<file path="src/rtl/mtep_pkg.sv">
package mtep_pkg;

  localparam int FIELD_BITS = 28;
  localparam logic [FIELD_BITS-1:0] FIELD_MAX = 28'hFFF_FFFF;

  // Result kinds
  localparam logic [3:0] KIND_META    = 4'd7;
  localparam logic [3:0] KIND_SYSEX   = 4'd8;
  localparam logic [3:0] KIND_PAYLOAD = 4'd9;

  // Status codes
  localparam logic [7:0] ST_CHAN_FIRST = 8'h80;
  localparam logic [7:0] ST_CHAN_LAST  = 8'hEF;
  localparam logic [7:0] ST_SYSEX      = 8'hF0;
  localparam logic [7:0] ST_SYSEX_ESC  = 8'hF7;
  localparam logic [7:0] ST_META       = 8'hFF;
  localparam logic [7:0] META_END      = 8'h2F;

  // Status high nibbles
  localparam logic [3:0] NIB_NOTE_OFF   = 4'h8;
  localparam logic [3:0] NIB_PROGRAM    = 4'hC;
  localparam logic [3:0] NIB_CHAN_PRESS = 4'hD;
  localparam logic [3:0] NIB_PITCH      = 4'hE;

  localparam logic [2:0] HEADER_LAST = 3'd7;

  typedef struct packed {
    logic [3:0]            kind;
    logic [FIELD_BITS-1:0] delta_ticks;
    logic [3:0]            channel_num;
    logic [7:0]            first_byte;
    logic [7:0]            second_byte;
    logic [14:0]           wheel_value;
    logic [7:0]            meta_type;
    logic [FIELD_BITS-1:0] payload_length;
    logic                  last_of_event;
    logic                  track_end;
  } event_t;

  typedef struct packed {
    logic   valid;
    event_t evt;
  } result_t;

endpackage

</file>
<file path="src/rtl/mtep_byte_if.sv">
interface mtep_byte_if;
  logic       valid;
  logic       ready;
  logic [7:0] stream_byte;

  modport source (output valid, output stream_byte, input ready);
  modport sink (input valid, input stream_byte, output ready);
endinterface

</file>
<file path="src/rtl/mtep_event_if.sv">
interface mtep_event_if;
  logic        valid;
  logic        ready;
  logic [3:0]  kind;
  logic [27:0] delta_ticks;
  logic [3:0]  channel_num;
  logic [7:0]  first_byte;
  logic [7:0]  second_byte;
  logic [14:0] wheel_value;
  logic [7:0]  meta_type;
  logic [27:0] payload_length;
  logic        last_of_event;
  logic        track_end;

  modport source (
    output valid, output kind, output delta_ticks, output channel_num,
    output first_byte, output second_byte, output wheel_value, output meta_type,
    output payload_length, output last_of_event, output track_end,
    input ready
  );
  modport sink (
    input valid, input kind, input delta_ticks, input channel_num,
    input first_byte, input second_byte, input wheel_value, input meta_type,
    input payload_length, input last_of_event, input track_end,
    output ready
  );
endinterface

</file>
<file path="src/rtl/midi_track_event_parser_core.sv">
// MIDI track event parser.
// Track input: one raw byte of a track chunk per beat, header bytes included.
// The first 8 bytes of each track (chunk id and size) are skipped.
// Events output: at most one decoded event per input beat. Channel messages
// come out complete with their data bytes; meta and sysex events come out as a
// descriptor with the payload length, then one payload beat per byte, with
// last_of_event on the final beat and track_end on the end-of-track meta.
// Timing: an event is written into the output queue when the byte that
// completes it is accepted. Throughput: one byte per cycle while the queue has
// a free entry; a new byte is taken in every cycle that track.ready is high.
// Stall: a two-entry output queue holds results; track.ready drops only when
// both entries hold events that events has not taken yet, or while rst is high.
// Reset (rst, synchronous): the queue empties, running status clears, and the
// parser expects the header bytes of a new track.
module midi_track_event_parser_core #(
  parameter int VALUE_BITS = 28
) (
  input logic        clk,
  input logic        rst,
  mtep_byte_if.sink  track,
  mtep_event_if.source events
);
  import mtep_pkg::*;

  result_t parse_res;
  event_t  head_evt;
  logic    queue_full;
  logic    take;

  // Accept a byte whenever the queue has a free entry and reset is low
  assign track.ready = !queue_full && !rst;
  assign take        = track.valid && track.ready;

  mtep_parser #(
    .VALUE_BITS(VALUE_BITS)
  ) u_parser (
    .clk        (clk),
    .rst        (rst),
    .take       (take),
    .stream_byte(track.stream_byte),
    .res        (parse_res)
  );

  // Hold finished events until the receiver takes them
  mtep_out_buf u_out_buf (
    .clk      (clk),
    .rst      (rst),
    .push     (parse_res),
    .pop_ready(events.ready),
    .out_valid(events.valid),
    .out_evt  (head_evt),
    .full     (queue_full)
  );

  assign events.kind           = head_evt.kind;
  assign events.delta_ticks    = head_evt.delta_ticks;
  assign events.channel_num    = head_evt.channel_num;
  assign events.first_byte     = head_evt.first_byte;
  assign events.second_byte    = head_evt.second_byte;
  assign events.wheel_value    = head_evt.wheel_value;
  assign events.meta_type      = head_evt.meta_type;
  assign events.payload_length = head_evt.payload_length;
  assign events.last_of_event  = head_evt.last_of_event;
  assign events.track_end      = head_evt.track_end;

endmodule

</file>
<file path="src/rtl/mtep_parser.sv">
module mtep_parser #(
  parameter int VALUE_BITS = 28
) (
  input  logic              clk,
  input  logic              rst,
  input  logic              take,
  input  logic [7:0]        stream_byte,
  output mtep_pkg::result_t res
);
  import mtep_pkg::*;

  localparam int EXT_BITS = (VALUE_BITS > FIELD_BITS) ? VALUE_BITS : FIELD_BITS;

  typedef enum logic [3:0] {
    PH_HEADER, PH_DELTA, PH_STATUS, PH_DATA1, PH_DATA2,
    PH_MTYPE, PH_MLEN, PH_SLEN, PH_PAYLOAD
  } phase_t;

  phase_t                phase, phase_next;
  logic [2:0]            header_count, header_count_next;
  logic [VALUE_BITS-1:0] value_acc, value_acc_next;
  logic [VALUE_BITS-1:0] held_delta, held_delta_next;
  logic [7:0]            running_status, running_status_next;
  logic [7:0]            first_data, first_data_next;
  logic [7:0]            held_meta_type, held_meta_type_next;
  logic [VALUE_BITS-1:0] remaining_count, remaining_count_next;
  logic                  end_pending, end_pending_next;

  // Saturating variable-length step
  logic [VALUE_BITS+6:0] vlq_wide;
  logic [VALUE_BITS-1:0] vlq_value;
  logic                  vlq_done;

  function automatic logic [FIELD_BITS-1:0] clamp_field(input logic [VALUE_BITS-1:0] x);
    logic [EXT_BITS-1:0] e;
    e = EXT_BITS'(x);
    if (e > EXT_BITS'(FIELD_MAX)) return FIELD_MAX;
    return e[FIELD_BITS-1:0];
  endfunction

  function automatic logic has_two_data(input logic [7:0] st);
    return (st[7:4] != NIB_PROGRAM) && (st[7:4] != NIB_CHAN_PRESS);
  endfunction

  function automatic event_t channel_event(input logic [7:0] st, input logic [7:0] b1,
                                           input logic [7:0] b2,
                                           input logic [FIELD_BITS-1:0] delta);
    event_t e;
    e = '0;
    e.kind          = st[7:4] - NIB_NOTE_OFF;
    e.delta_ticks   = delta;
    e.channel_num   = st[3:0];
    e.first_byte    = b1;
    e.second_byte   = has_two_data(st) ? b2 : 8'h00;
    e.wheel_value   = (st[7:4] == NIB_PITCH) ? ({b2, 7'b0} | {7'b0, b1}) : 15'd0;
    e.last_of_event = 1'b1;
    return e;
  endfunction

  assign vlq_wide  = {value_acc, stream_byte[6:0]};
  assign vlq_value = (|vlq_wide[VALUE_BITS+6:VALUE_BITS]) ? '1 : vlq_wide[VALUE_BITS-1:0];
  assign vlq_done  = !stream_byte[7];

  always_comb begin
    logic                  running;
    logic [7:0]            st;
    logic [VALUE_BITS-1:0] len;
    logic                  len_ready;
    logic                  len_meta;
    logic                  finish;
    logic [VALUE_BITS-1:0] rem_dec;
    logic [FIELD_BITS-1:0] delta_out;

    phase_next           = phase;
    header_count_next    = header_count;
    value_acc_next       = value_acc;
    held_delta_next      = held_delta;
    running_status_next  = running_status;
    first_data_next      = first_data;
    held_meta_type_next  = held_meta_type;
    remaining_count_next = remaining_count;
    end_pending_next     = end_pending;
    res                  = '0;

    running   = !stream_byte[7];
    st        = running ? running_status : stream_byte;
    len       = vlq_value;
    len_ready = 1'b0;
    len_meta  = 1'b0;
    finish    = 1'b0;
    rem_dec   = (remaining_count != '0) ? remaining_count - VALUE_BITS'(1) : '0;
    delta_out = clamp_field(held_delta);

    case (phase)
      PH_HEADER: begin
        if (header_count >= HEADER_LAST) begin
          header_count_next = '0;
          value_acc_next    = '0;
          phase_next        = PH_DELTA;
        end else begin
          header_count_next = header_count + 3'd1;
        end
      end
      PH_DELTA: begin
        value_acc_next = vlq_done ? '0 : vlq_value;
        if (vlq_done) begin
          held_delta_next = vlq_value;
          phase_next      = PH_STATUS;
        end
      end
      PH_STATUS: begin
        if (!running) running_status_next = stream_byte;
        if (st == ST_META) begin
          if (running) begin
            held_meta_type_next = stream_byte;
            end_pending_next    = (stream_byte == META_END);
            value_acc_next      = '0;
            phase_next          = PH_MLEN;
          end else begin
            phase_next = PH_MTYPE;
          end
        end else if (st == ST_SYSEX || st == ST_SYSEX_ESC) begin
          // A data byte here is already a complete one-byte length
          value_acc_next = '0;
          phase_next     = PH_SLEN;
          if (running) begin
            len       = VALUE_BITS'(stream_byte[6:0]);
            len_ready = 1'b1;
          end
        end else if (st >= ST_CHAN_FIRST && st <= ST_CHAN_LAST) begin
          if (!running) begin
            phase_next = PH_DATA1;
          end else if (has_two_data(st)) begin
            first_data_next = stream_byte;
            phase_next      = PH_DATA2;
          end else begin
            res.valid  = 1'b1;
            res.evt    = channel_event(st, stream_byte, 8'h00, delta_out);
            phase_next = PH_DELTA;
          end
        end else if (running) begin
          // No usable running status: take the byte as a delta time
          held_delta_next = VALUE_BITS'(stream_byte);
          value_acc_next  = '0;
          phase_next      = PH_STATUS;
        end else begin
          value_acc_next = '0;
          phase_next     = PH_DELTA;
        end
      end
      PH_DATA1: begin
        if (has_two_data(running_status)) begin
          first_data_next = stream_byte;
          phase_next      = PH_DATA2;
        end else begin
          res.valid  = 1'b1;
          res.evt    = channel_event(running_status, stream_byte, 8'h00, delta_out);
          phase_next = PH_DELTA;
        end
      end
      PH_DATA2: begin
        res.valid  = 1'b1;
        res.evt    = channel_event(running_status, first_data, stream_byte, delta_out);
        phase_next = PH_DELTA;
      end
      PH_MTYPE: begin
        held_meta_type_next = stream_byte;
        end_pending_next    = (stream_byte == META_END);
        value_acc_next      = '0;
        phase_next          = PH_MLEN;
      end
      PH_MLEN, PH_SLEN: begin
        value_acc_next = vlq_done ? '0 : vlq_value;
        len_ready      = vlq_done;
        len_meta       = (phase == PH_MLEN);
      end
      PH_PAYLOAD: begin
        remaining_count_next  = rem_dec;
        res.valid             = 1'b1;
        res.evt.kind          = KIND_PAYLOAD;
        res.evt.delta_ticks   = delta_out;
        res.evt.first_byte    = stream_byte;
        res.evt.last_of_event = (rem_dec == '0);
        res.evt.track_end     = (rem_dec == '0) && end_pending;
        finish                = (rem_dec == '0);
      end
      default: begin
        phase_next           = PH_HEADER;
        header_count_next    = '0;
        value_acc_next       = '0;
        held_delta_next      = '0;
        running_status_next  = '0;
        first_data_next      = '0;
        held_meta_type_next  = '0;
        remaining_count_next = '0;
        end_pending_next     = 1'b0;
      end
    endcase

    // Length complete: emit the descriptor, then payload or finish
    if (len_ready) begin
      remaining_count_next   = len;
      res.valid              = 1'b1;
      res.evt                = '0;
      res.evt.kind           = len_meta ? KIND_META : KIND_SYSEX;
      res.evt.delta_ticks    = delta_out;
      res.evt.meta_type      = len_meta ? held_meta_type : 8'h00;
      res.evt.payload_length = clamp_field(len);
      res.evt.last_of_event  = (len == '0);
      res.evt.track_end      = (len == '0) && end_pending;
      if (len == '0) finish = 1'b1;
      else phase_next = PH_PAYLOAD;
    end

    if (finish) begin
      if (end_pending) begin
        end_pending_next    = 1'b0;
        running_status_next = '0;
        header_count_next   = '0;
        phase_next          = PH_HEADER;
      end else begin
        phase_next = PH_DELTA;
      end
    end

    if (!take) res.valid = 1'b0;
  end

  always_ff @(posedge clk) begin
    if (rst) begin
      phase           <= PH_HEADER;
      header_count    <= '0;
      value_acc       <= '0;
      held_delta      <= '0;
      running_status  <= '0;
      first_data      <= '0;
      held_meta_type  <= '0;
      remaining_count <= '0;
      end_pending     <= 1'b0;
    end else if (take) begin
      phase           <= phase_next;
      header_count    <= header_count_next;
      value_acc       <= value_acc_next;
      held_delta      <= held_delta_next;
      running_status  <= running_status_next;
      first_data      <= first_data_next;
      held_meta_type  <= held_meta_type_next;
      remaining_count <= remaining_count_next;
      end_pending     <= end_pending_next;
    end
  end

endmodule

</file>
<file path="src/rtl/mtep_out_buf.sv">
module mtep_out_buf (
  input  logic              clk,
  input  logic              rst,
  input  mtep_pkg::result_t push,
  input  logic              pop_ready,
  output logic              out_valid,
  output mtep_pkg::event_t  out_evt,
  output logic              full
);
  import mtep_pkg::*;

  event_t     head;
  event_t     slot1;
  logic [1:0] count;
  logic       pop;

  assign out_valid = (count != 2'd0);
  assign out_evt   = head;
  assign full      = (count == 2'd2);
  assign pop       = out_valid && pop_ready;

  always_ff @(posedge clk) begin
    if (pop) begin
      if (count == 2'd2) head <= slot1;
      else if (push.valid) head <= push.evt;
    end else if (push.valid && count == 2'd0) begin
      head <= push.evt;
    end
    if (push.valid && ((count == 2'd1 && !pop) || (count == 2'd2 && pop))) begin
      slot1 <= push.evt;
    end
  end

  always_ff @(posedge clk) begin
    if (rst) begin
      count <= 2'd0;
    end else begin
      count <= count + {1'b0, push.valid} - {1'b0, pop};
    end
  end

endmodule

</file>
<file path="src/flat_wrapper.sv">
// flat-port wrapper written by rule: the top's interface ports become plain ports
module midi_track_event_parser_core_flat import mtep_pkg::*;
#(
  parameter int VALUE_BITS = 28
)
  (clk, rst, track_valid, track_stream_byte, track_ready, events_valid, events_kind, events_delta_ticks, events_channel_num, events_first_byte, events_second_byte, events_wheel_value, events_meta_type, events_payload_length, events_last_of_event, events_track_end, events_ready);
  mtep_byte_if track_i ();
  mtep_event_if events_i ();
  input logic clk;
  input logic rst;
  input wire logic [$bits(track_i.valid)-1:0] track_valid;
  input wire logic [$bits(track_i.stream_byte)-1:0] track_stream_byte;
  output wire logic [$bits(track_i.ready)-1:0] track_ready;
  output wire logic [$bits(events_i.valid)-1:0] events_valid;
  output wire logic [$bits(events_i.kind)-1:0] events_kind;
  output wire logic [$bits(events_i.delta_ticks)-1:0] events_delta_ticks;
  output wire logic [$bits(events_i.channel_num)-1:0] events_channel_num;
  output wire logic [$bits(events_i.first_byte)-1:0] events_first_byte;
  output wire logic [$bits(events_i.second_byte)-1:0] events_second_byte;
  output wire logic [$bits(events_i.wheel_value)-1:0] events_wheel_value;
  output wire logic [$bits(events_i.meta_type)-1:0] events_meta_type;
  output wire logic [$bits(events_i.payload_length)-1:0] events_payload_length;
  output wire logic [$bits(events_i.last_of_event)-1:0] events_last_of_event;
  output wire logic [$bits(events_i.track_end)-1:0] events_track_end;
  input wire logic [$bits(events_i.ready)-1:0] events_ready;
  assign track_i.valid = track_valid;
  assign track_i.stream_byte = track_stream_byte;
  assign track_ready = track_i.ready;
  assign events_valid = events_i.valid;
  assign events_kind = events_i.kind;
  assign events_delta_ticks = events_i.delta_ticks;
  assign events_channel_num = events_i.channel_num;
  assign events_first_byte = events_i.first_byte;
  assign events_second_byte = events_i.second_byte;
  assign events_wheel_value = events_i.wheel_value;
  assign events_meta_type = events_i.meta_type;
  assign events_payload_length = events_i.payload_length;
  assign events_last_of_event = events_i.last_of_event;
  assign events_track_end = events_i.track_end;
  assign events_i.ready = events_ready;
  midi_track_event_parser_core #(.VALUE_BITS(VALUE_BITS)) u_core (.clk(clk), .rst(rst), .track(track_i), .events(events_i));
endmodule
</file>
<file path="config.mk">
export PLATFORM = sky130hd
export DESIGN_NAME = midi_track_event_parser_core_flat
export DESIGN_NICKNAME = d
export VERILOG_FILES = /design/src/rtl/mtep_pkg.sv /design/src/rtl/mtep_byte_if.sv /design/src/rtl/mtep_event_if.sv /design/src/rtl/midi_track_event_parser_core.sv /design/src/rtl/mtep_parser.sv /design/src/rtl/mtep_out_buf.sv /design/src/flat_wrapper.sv
export SDC_FILE = /design/constraint.sdc
export NUM_CORES = 1
export LEC_CHECK = 0
export BUFFER_PORTS_ARGS = -buffer_cell sky130_fd_sc_hd__buf_2
export CAP_MARGIN = 5
export CORE_MARGIN = 2
export CORE_UTILIZATION = 35
export DETAILED_ROUTE_END_ITERATION = 16
export HOLD_SLACK_MARGIN = 0.08
export REMOVE_ABC_BUFFERS = 1
export SLEW_MARGIN = 20
export SYNTH_ARGS = -nofsm -noshare
export SYNTH_HDL_FRONTEND = slang
export SYNTH_SLANG_ARGS = --single-unit
export TNS_END_PERCENT = 100
</file>
<file path="constraint.sdc">
create_clock -name clk -period 14.7 [get_ports clk]
set_input_delay 2.205 -clock clk [delete_from_list [all_inputs] [get_ports clk]]
set_output_delay 2.205 -clock clk [all_outputs]
set_load 0.02 [all_outputs]
</file>
==> out/results.ini, run 1 <==
[logic_synthesis]
synth_seq_cells = 328
yosysWarnings = 0
synthCells = 1378
synth.distinct_cells = 80
ys_seq_area_share_pct = 58.3
synth_edf_count = 210
synth_top_area_share_pct = 42.4
syn_area_per_cell_um2 = 10.8
yosysTopAreaCell = edfxtp_1
synth.area.top_cells = edfxtp_1, dfxtp_1, mux2_2
synth_ff_type = edfxtp_1
yosysMostFrequentCell = edfxtp_1
netlist_area_um2 = 14900
synth_top_cells_by_count = edfxtp_1, nand2_1, dfxtp_1
synthArstFlopShare_pct = 0

[routing]
drt_iter0_drc = 891
wl_um = 38200
first_pass_iters = 7
avgViaCountPerCell = 5.37
drtAntennaViolNets = 0
post_drt_wl_per_cell_um = 19.0
num_vias = 10800
route.detailed.drc = 0

[grt]
grt_util_all_layers_pct = 17.0
grt_pass1_vias = 10300
grt_max_degree = 78
grt_overflow = 0
grt_antenna_before_repair = 1
grt_pass1_wl_um = 59400

[setup_path]
cp_max_fo = 59
crit_arrival_ns = 6.28
criticalPathCategory = input port to flop
r2r_start = u_core.u_parser.phase[1]
worstPathRequired_ns = 14.84
end_kind = flop
r2r_slack_ns = 9.72
r2r-end = u_core.u_out_buf.out_evt[15]
cp-start-kind = input port
rr_worst_depth = 10

[cells_and_area]
finalNetCount = 1469
post_route_cells_drive_above_1_share_pct = 19.5
fillers = 4021
n_antenna_cell = 0
area_growth_pct = 14.1

[clock_network]
post_cts_resized = 0
clockRootBuffer = clkbuf_16
cts.sinks = 328
cts.clk_slew.worst_paths_ns = 0.06
holdBufCountCts = 0
h-tree-depth = 2
cts_made_buffers = 35
clock_latency_ns = 0.53
clockBufferDepth = 3
cts_tree = done
post_cts_buffers = 0

[die]
die_w_um = 210
die_area_um2 = 44100
placementRows = 75
core_um2 = 41900
start_util_pct = 35.4
die_h_um = 210
ios = 119

[sta]
hold_violations = 0
max_slew.worst_pin.slew_ns = 1.06
fin_skew_ns = 0.0211
fmax_mhz = 163
setup_viol = 0
period_share_pct = 41.7
rsz0062_at_grt = false
maxSlewViolCount = 0
post-route-min-period_ns = 6.13
maxSlewHeadroom_pct = 29.7
worst_slack_ns = 8.57
timing.setup.tns_ns = 0

[placed_design]
dpl_worst_slack_ns = 8.01
io_buffer_count = 118
gp_congestion = 0.901
post-dp-hpwl_um = 25200

[min_path]
whs_path_depth = 2
hp-start = u_core.u_parser.held_delta[13]
hold_class = flop to flop
min_to = u_core.u_parser.held_delta[13]

[pwr]
power_density_nw_per_um2 = 122
power_leakage_uw = 0.00633
irDropWorstVdd_uv = 62.3

[status]
status = finished, final reports clean

[flow_run]
cap_viol_max_count = 0

-- power by group --
part | internal (µW) | leakage (µW) | switching (µW) | total (µW)
Combinational | 59.1 | 0.00279 | 142 | 201
Clock | 486 | 0.000523 | 356 | 842
Sequential | 1020 | 0.00302 | 12.7 | 1030
Total | 1560 | 0.00633 | 511 | 2070
-- critical path: stages --
cell	delay, ns
buf_2	0.42
mux2i_1	0.39
and3_1	0.23
o2111ai_1	0.33
nand2_1	0.44
or3_1	0.29
and2_1	0.29
mux2i_1	0.15
o2bb2ai_4	0.15
buf_4	0.55
buf_4	0.70
-- state kept, by name (all words and copies together), names as in the netlist --
signal	count
u_core.u_parser.held_meta_type	8
u_core.u_parser.first_data	8
u_core.u_parser.held_delta	28
u_core.u_parser.header_count	3
u_core.u_out_buf.out_evt	105
u_core.u_parser.running_status	8
u_core.u_out_buf.count	2
u_core.u_parser.phase	4
u_core.u_parser.remaining_count	28
u_core.u_out_buf.slot1	105
u_core.u_parser.end_pending	1
u_core.u_parser.value_acc	28
-- layout by cell type, fill, tap and decap left out, types with 23 or more instances in the layout --
| cell type | count |
|---|---|
| o21ai_0 | 62 |
| clkbuf_16 | 37 |
| nand2_1 | 172 |
| a21oi_1 | 105 |
| edfxtp_1 | 210 |
| or3_1 | 56 |
| and2_1 | 59 |
| dfxtp_1 | 118 |
| nor2_1 | 114 |
| buf_2 | 117 |
| nor4_1 | 23 |
| nor3_1 | 29 |
| mux2_2 | 82 |
-- logic make-up (layout without fill, tap and decap cells) --
logic type	Yosys count	count (layout)	share of synthesized area, %
buffers and inverters	114	213	3.17
DFF	328	328	58.3
AOI/OAI and AO/OA	258	258	10.7
xor gates and xnor gates	8	8	0.471
muxes	101	101	7.49
and+or+nand+nor	563	563	19.3
adders and majority gates	6	6	0.505
-- routing by layer --
metal  GRT usage [%]  share of wire [%]  vias to the layer above
met4            5.50                2.3                        0
met5               0                  0                        -
li1                -                  -                     5127
met2            26.1                 46                      329
met3            3.43                6.9                       56
met1            24.1                 45                     5319
-- worst max-delay path by stage --
stage	startpoint	to	slack (ns)	cells after the start
floorplan	track_stream_byte[7]	u_core.u_out_buf.out_evt[0]	5.21	8
CTS	track_stream_byte[7]	u_core.u_out_buf.out_evt[9]	8.55	11
finish	track_stream_byte[7]	u_core.u_out_buf.out_evt[15]	8.57	11
global route	track_stream_byte[7]	u_core.u_out_buf.out_evt[48]	8.25	11
detailed placement	track_stream_byte[7]	u_core.u_out_buf.out_evt[35]	8.01	11
global placement	track_stream_byte[7]	u_core.u_out_buf.out_evt[33]	8.18	11
-- area by class of cell --
type	instances	area [µm²]	share of cell area [%]
Inverter	17	63.8	0.376
Clock inverter	12	90.1	0.531
Multi-Input combinational cell	936	5770	34.0
Timing Repair Buffer	133	706	4.16
Sequential cell	328	8670	51.1
Tap cell	539	674	3.98
Clock buffer	51	988	5.83
-- per-stage QoR --
stage               cell area, µm²  hold WS [ns]  cells  util [%]  power (µW)
CTS                          17000         0.448   2016      40.4        2100
detailed placement           15900         0.440   1953      37.9        1260
floorplan                    14500         0.421   1281         -        1180
global route                 17000         0.457   2016      40.4        2150
finish                       17000         0.447   2016      40.4        2070
global placement             15900         0.439   1953      37.9        1250
No activity file was read; power rests on OpenSTA's default activity.
==> inputs of run 2 (changes only) <==
Clock period 14.7 ns to 5.6 ns, I/O delays scaled along.
==> run 2 against run 1 <==
Core utilization grew 0.30 points. Cell area grew 0.74%. Global-route usage shrank 0.12 points. Register-to-register slack lost 8.2 ns. Critical path depth shrank 2. Count of clock-buffer cells in the layout shrank 2. Routed wire length shrank 0.18%. Worst hold slack lost 0.00072 ns. Worst setup slack lost 7.0 ns. Sequential power grew to 2.6 times the previous value. Total power grew to 2.7 times the previous value. Sequential share of layout area shrank 0.37 points. Critical path type is now flop to flop.
==> out/results.ini, run 2 (synthesis results as in run 1) <==
[clock_network]
cts.sinks = 328  ; unchanged
clockBufferDepth = 3  ; unchanged
clock_latency_ns = 0.53  ; about the same
cts.clk_slew.worst_paths_ns = 0.06  ; about the same
cts_made_buffers = 36  ; +2.9%
clockRootBuffer = clkbuf_16
holdBufCountCts = 0  ; unchanged
post_cts_resized = 0  ; unchanged
h-tree-depth = 2  ; unchanged
cts_tree = done
post_cts_buffers = 0  ; unchanged

[sta]
timing.setup.tns_ns = 0  ; unchanged
fin_skew_ns = 0.0217  ; +0.000628 ns
hold_violations = 0  ; unchanged
whs_ns = 0.446  ; -0.000720 ns
setup_viol = 0  ; unchanged
max_slew.worst_pin.slew_ns = 0.964  ; -0.0914 ns
rsz0062_at_grt = false
maxSlewViolCount = 0  ; unchanged
maxSlewHeadroom_pct = 35.8  ; +6.1 points
fmax_mhz = 247
post-route-min-period_ns = 4.05
period_share_pct = 72.3

[die]
core_um2 = 41900  ; unchanged
die_h_um = 210  ; unchanged
ios = 119  ; unchanged
start_util_pct = 35.4  ; unchanged
placementRows = 75  ; unchanged
die_w_um = 210  ; unchanged
die_area_um2 = 44100  ; unchanged

[pwr]
power.total_uw = 5520  ; +170%
power_density_nw_per_um2 = 323  ; +160%
power_leakage_uw = 0.00639  ; +0.84%
irDropWorstVdd_uv = 186  ; +200%

[routing]
post_drt_wl_per_cell_um = 18.9  ; -0.53%
num_vias = 10800  ; -0.72%
route.detailed.drc = 0  ; unchanged
first_pass_iters = 5  ; -2
drtAntennaViolNets = 0  ; unchanged
drt_iter0_drc = 825  ; -7.4%
wl_um = 38200  ; -0.18%
avgViaCountPerCell = 5.32  ; -1.1%

[cells_and_area]
fillers = 3996  ; -0.62%
area_growth_pct = 15.0
finalNetCount = 1476  ; +0.48%
layout.cells.non_filler = 2023  ; +0.35%
layout.area.seq_um2 = 8670  ; unchanged
n_antenna_cell = 0  ; unchanged
layout_commonest_cell = edfxtp_1
final_area_um2 = 17100  ; +0.74%
post_route_cells_drive_above_1_share_pct = 19.9  ; +0.45 points
final_cell_mix = edfxtp_1, nand2_1, dfxtp_1
multi_input_area_um2 = 5770  ; unchanged

[flow_run]
cap_viol_max_count = 0  ; unchanged

[placed_design]
dp_cells = 1959  ; +0.31%
io_buffer_count = 118  ; unchanged
gp_congestion = 0.908  ; +0.88%
post-dp-hpwl_um = 24900  ; -1.4%
placed_cell_area_um2 = 16000  ; +0.52%

[grt]
grt_max_degree = 66  ; -15%
grt_antenna_before_repair = 0  ; -1
grt_pass1_vias = 10300  ; -0.38%
grt_pass1_wl_um = 59200  ; -0.31%
grt_util_all_layers_pct = 16.9  ; -0.12 points
grt_overflow = 0  ; unchanged

[min_path]
hold_class = flop to flop

[setup_path]
r2r_slack_ns = 1.55  ; -8.17 ns
cp-start-kind = flop
worstPathRequired_ns = 5.76  ; -9.08 ns
cp_max_fo = 40  ; -32%
criticalPathCategory = flop to flop
crit_arrival_ns = 4.21  ; -2.07 ns
end_kind = flop

[status]
status = finished, final reports clean

run 2: cell count changes in the layout (fill, tap and decap cells not counted), sizes merged:
cell	change
buf	+6
bufinv	+1
clkbuf	-2
clkinv	+1
clkinvlp	+1
run 2: layout make-up:
class	instances	share of cell area (%)
Multi-Input combinational cell	936	33.8
Clock inverter	15	0.762
Tap cell	539	3.95
Timing Repair Buffer	139	4.61
Clock buffer	49	5.80
Inverter	17	0.373
Sequential cell	328	50.7
run 2: path summary, 6_finish.rpt:
check                                    to                           start  cells past startpoint
max            u_core.u_out_buf.out_evt[96]        u_core.u_parser.phase[1]                      9
max reg2reg    u_core.u_out_buf.out_evt[96]        u_core.u_parser.phase[1]                      9
min reg2reg  u_core.u_parser.held_delta[12]  u_core.u_parser.held_delta[12]                      2
min          u_core.u_parser.held_delta[12]  u_core.u_parser.held_delta[12]                      2
run 2: metal layers:
metal	global-route usage, %	wire length, µm	vias up
met5	0	0	-
met4	4.26	621	0
met1	24.5	18300	5302
met2	26.8	17600	258
met3	2.19	1620	43
li1	-	-	5150
run 2: worst max-delay path, cell delays in order, from the launching register on:
cell,delay [ns]
dfxtp_1,0.69
or4b_1,0.64
nor2_1,0.22
o2111ai_1,0.34
nand2_1,0.45
or3_1,0.21
and2_1,0.26
mux2i_1,0.15
o2bb2ai_4,0.19
buf_4,0.46
run 2: power breakdown:
group	leakage, µW	switching, µW	internal, µW	total [µW]
sequential	0.00302	34.6	2670	2710
combinational	0.00282	365	161	526
clock	0.000540	952	1330	2290
total	0.00639	1350	4170	5520
run 2: through the flow:
stage          setup slack (ns)  util (%)
5_1_grt                    1.45      40.7
2_1_floorplan             -2.62         -
6_report                   1.55      40.7
4_1_cts                    1.60      40.7
3_3_place_gp               1.28      38.1
3_5_place_dp               1.15      38.1
==> inputs of run 3 (changes only) <==
Clock period 5.6 ns to 3.9 ns, I/O delays scaled along.
==> run 3 against run 2 <==
Total power up 43%. Combinational power up 47%. Critical path type unchanged. Die area unchanged. Routed wire length up 1.1%. Largest cell class unchanged. Non-clock buffer count up 20. Maximum frequency up 19%. Global-route usage up 0.41 points.
==> out/results.ini, run 3 (synthesis results as in run 1) <==
[status]
status = finished, final reports clean

[die]
die_area_um2 = 44100  ; unchanged
ios = 119  ; unchanged
placementRows = 75  ; unchanged
core_um2 = 41900  ; unchanged
die_h_um = 210  ; unchanged
start_util_pct = 35.4  ; unchanged
die_w_um = 210  ; unchanged

[clock_network]
cts.sinks = 328  ; unchanged
clock_latency_ns = 0.53  ; about the same
cts.clk_slew.worst_paths_ns = 0.06  ; about the same
clockRootBuffer = clkbuf_16
post_cts_resized = 0  ; unchanged
post_cts_buffers = 0  ; unchanged
holdBufCountCts = 0  ; unchanged
cts_made_buffers = 34  ; -5.6%
clockBufferDepth = 3  ; unchanged
h-tree-depth = 2  ; unchanged
cts_tree = done

[grt]
grt_pass1_wl_um = 60200  ; +1.7%
grt_overflow = 0  ; unchanged
grt_antenna_before_repair = 0  ; unchanged
grt_max_degree = 116  ; +76%
grt_pass1_vias = 10500  ; +1.9%
grt_util_all_layers_pct = 17.3  ; +0.41 points

[sta]
timing.setup.tns_ns = 0  ; unchanged
rsz0062_at_grt = false
post-route-min-period_ns = 3.41  ; -0.643 ns
hold_violations = 0  ; unchanged
max_slew.worst_pin.slew_ns = 0.871  ; -0.0927 ns
period_share_pct = 87.4  ; +15 points
fmax_mhz = 293  ; +19%
setup_viol = 0  ; unchanged
whs_ns = 0.425  ; -0.0218 ns
maxSlewViolCount = 0  ; unchanged
fin_skew_ns = 0.0205  ; -0.00124 ns
maxSlewHeadroom_pct = 41.8  ; +6.0 points

[pwr]
power_density_nw_per_um2 = 460  ; +42%
irDropWorstVdd_uv = 252  ; +35%
p_seq_share_pct = 49.1  ; about the same
power_leakage_uw = 0.00649  ; +1.7%
sw_frac_of_total_pct = 24.4  ; -0.12 points
p_comb_share_pct = 9.8  ; +0.3 points
power.internal_uw = 5990  ; +44%
switchingPower_uw = 1930  ; +43%
clkPwrFrac_pct = 41.2  ; -0.2 points

[cells_and_area]
n_antenna_cell = 0  ; unchanged
layout_commonest_cell = edfxtp_1
area_growth_pct = 15.9
final_cell_mix = edfxtp_1, nand2_1, dfxtp_1
finalNetCount = 1494  ; +1.2%
postLayoutCoreUtil_pct = 41.0  ; +0.31 points
post_route_cells_drive_above_1_share_pct = 21.1  ; +1.1 points

[setup_path]
worstPathRequired_ns = 4.05  ; -1.71 ns
rr_worst_depth = 8  ; -1
r2r_start = u_core.u_parser.phase[3]
crit_arrival_ns = 3.56  ; -0.65 ns
cp_max_fo = 97  ; +140%
r2r_slack_ns = 0.49  ; -1.06 ns
criticalPathCategory = flop to flop
end_kind = flop
r2r-end = u_core.u_out_buf.out_evt[18]
cp-start-kind = flop
crit_start = u_core.u_parser.phase[3]
crit_path_end = u_core.u_out_buf.out_evt[18]

[routing]
avgViaCountPerCell = 5.27  ; -0.87%
drt_iter0_drc = 939  ; +14%
num_vias = 10700  ; -0.037%
drtAntennaViolNets = 0  ; unchanged
route.detailed.drc = 0  ; unchanged
wl_um = 38600  ; +1.1%
first_pass_iters = 5  ; unchanged
post_drt_wl_per_cell_um = 18.9  ; +0.23%

[min_path]
hold_class = input port to flop

[placed_design]
gp_congestion = 0.913  ; +0.47%
post-dp-hpwl_um = 25200  ; +1.3%
io_buffer_count = 118  ; unchanged

[flow_run]
cap_viol_max_count = 0  ; unchanged

-- run 3: stage by stage --
step | cells | power, µW | worst slack (ns) | instance area (µm²)
after floorplan | 1281 | 4460 | -4.32 | 14500
after global placement | 1979 | 4730 | 0.226 | 16100
after detailed placement | 1979 | 4740 | 0.127 | 16100
after CTS | 2040 | 8000 | 0.482 | 17200
after global routing | 2040 | 8180 | 0.243 | 17200
final | 2040 | 7920 | 0.493 | 17200
-- run 3: power by group through the flow --
stage / clock network, µW / logic, µW / registers (µW)
after floorplan: 0 / 334 / 4130
after global placement: 0 / 768 / 3960
after detailed placement: 0 / 782 / 3960
after CTS: 3330 / 784 / 3890
after global routing: 3450 / 831 / 3900
final: 3260 / 772 / 3890
-- run 3: worst min-delay path by stage --
stage	startpoint	slack [ns]	endpoint	cells past startpoint
after floorplan	u_core.u_parser.held_delta[10]	0.42	u_core.u_parser.held_delta[10]	2
after global placement	u_core.u_parser.held_delta[7]	0.44	u_core.u_parser.held_delta[7]	2
after detailed placement	u_core.u_parser.held_delta[17]	0.44	u_core.u_parser.held_delta[17]	2
after CTS	track_stream_byte[1]	0.41	u_core.u_parser.running_status[1]	3
after global routing	track_stream_byte[1]	0.45	u_core.u_parser.running_status[1]	3
final	track_stream_byte[1]	0.42	u_core.u_parser.running_status[1]	3
-- run 3: critical path: stages (launching register included) --
cell,delay [ns]
dfxtp_1,0.41
or4b_1,0.58
nor3_1,0.23
or2_1,0.29
or3_1,0.17
and2_1,0.25
mux2i_1,0.16
o2bb2ai_4,0.39
buf_12,0.44
-- run 3: area by class of cell --
cell class              instances  area (µm²)
inverters                      17        63.8
well taps                     539         674
clock inverters                14         148
clock buffers                  47         951
multi-input cells             936        5760
repair buffers                159         951
fillers                      4023       24700
flip-flops and latches        328        8670
-- run 3: routing by layer --
metal	vias up	global-route usage [%]	share of wire, %
li1	5172	-	-
met1	5261	25.2	48
met2	268	26.8	45
met3	48	2.56	4.7
met4	0	4.72	1.9
met5	-	0	0
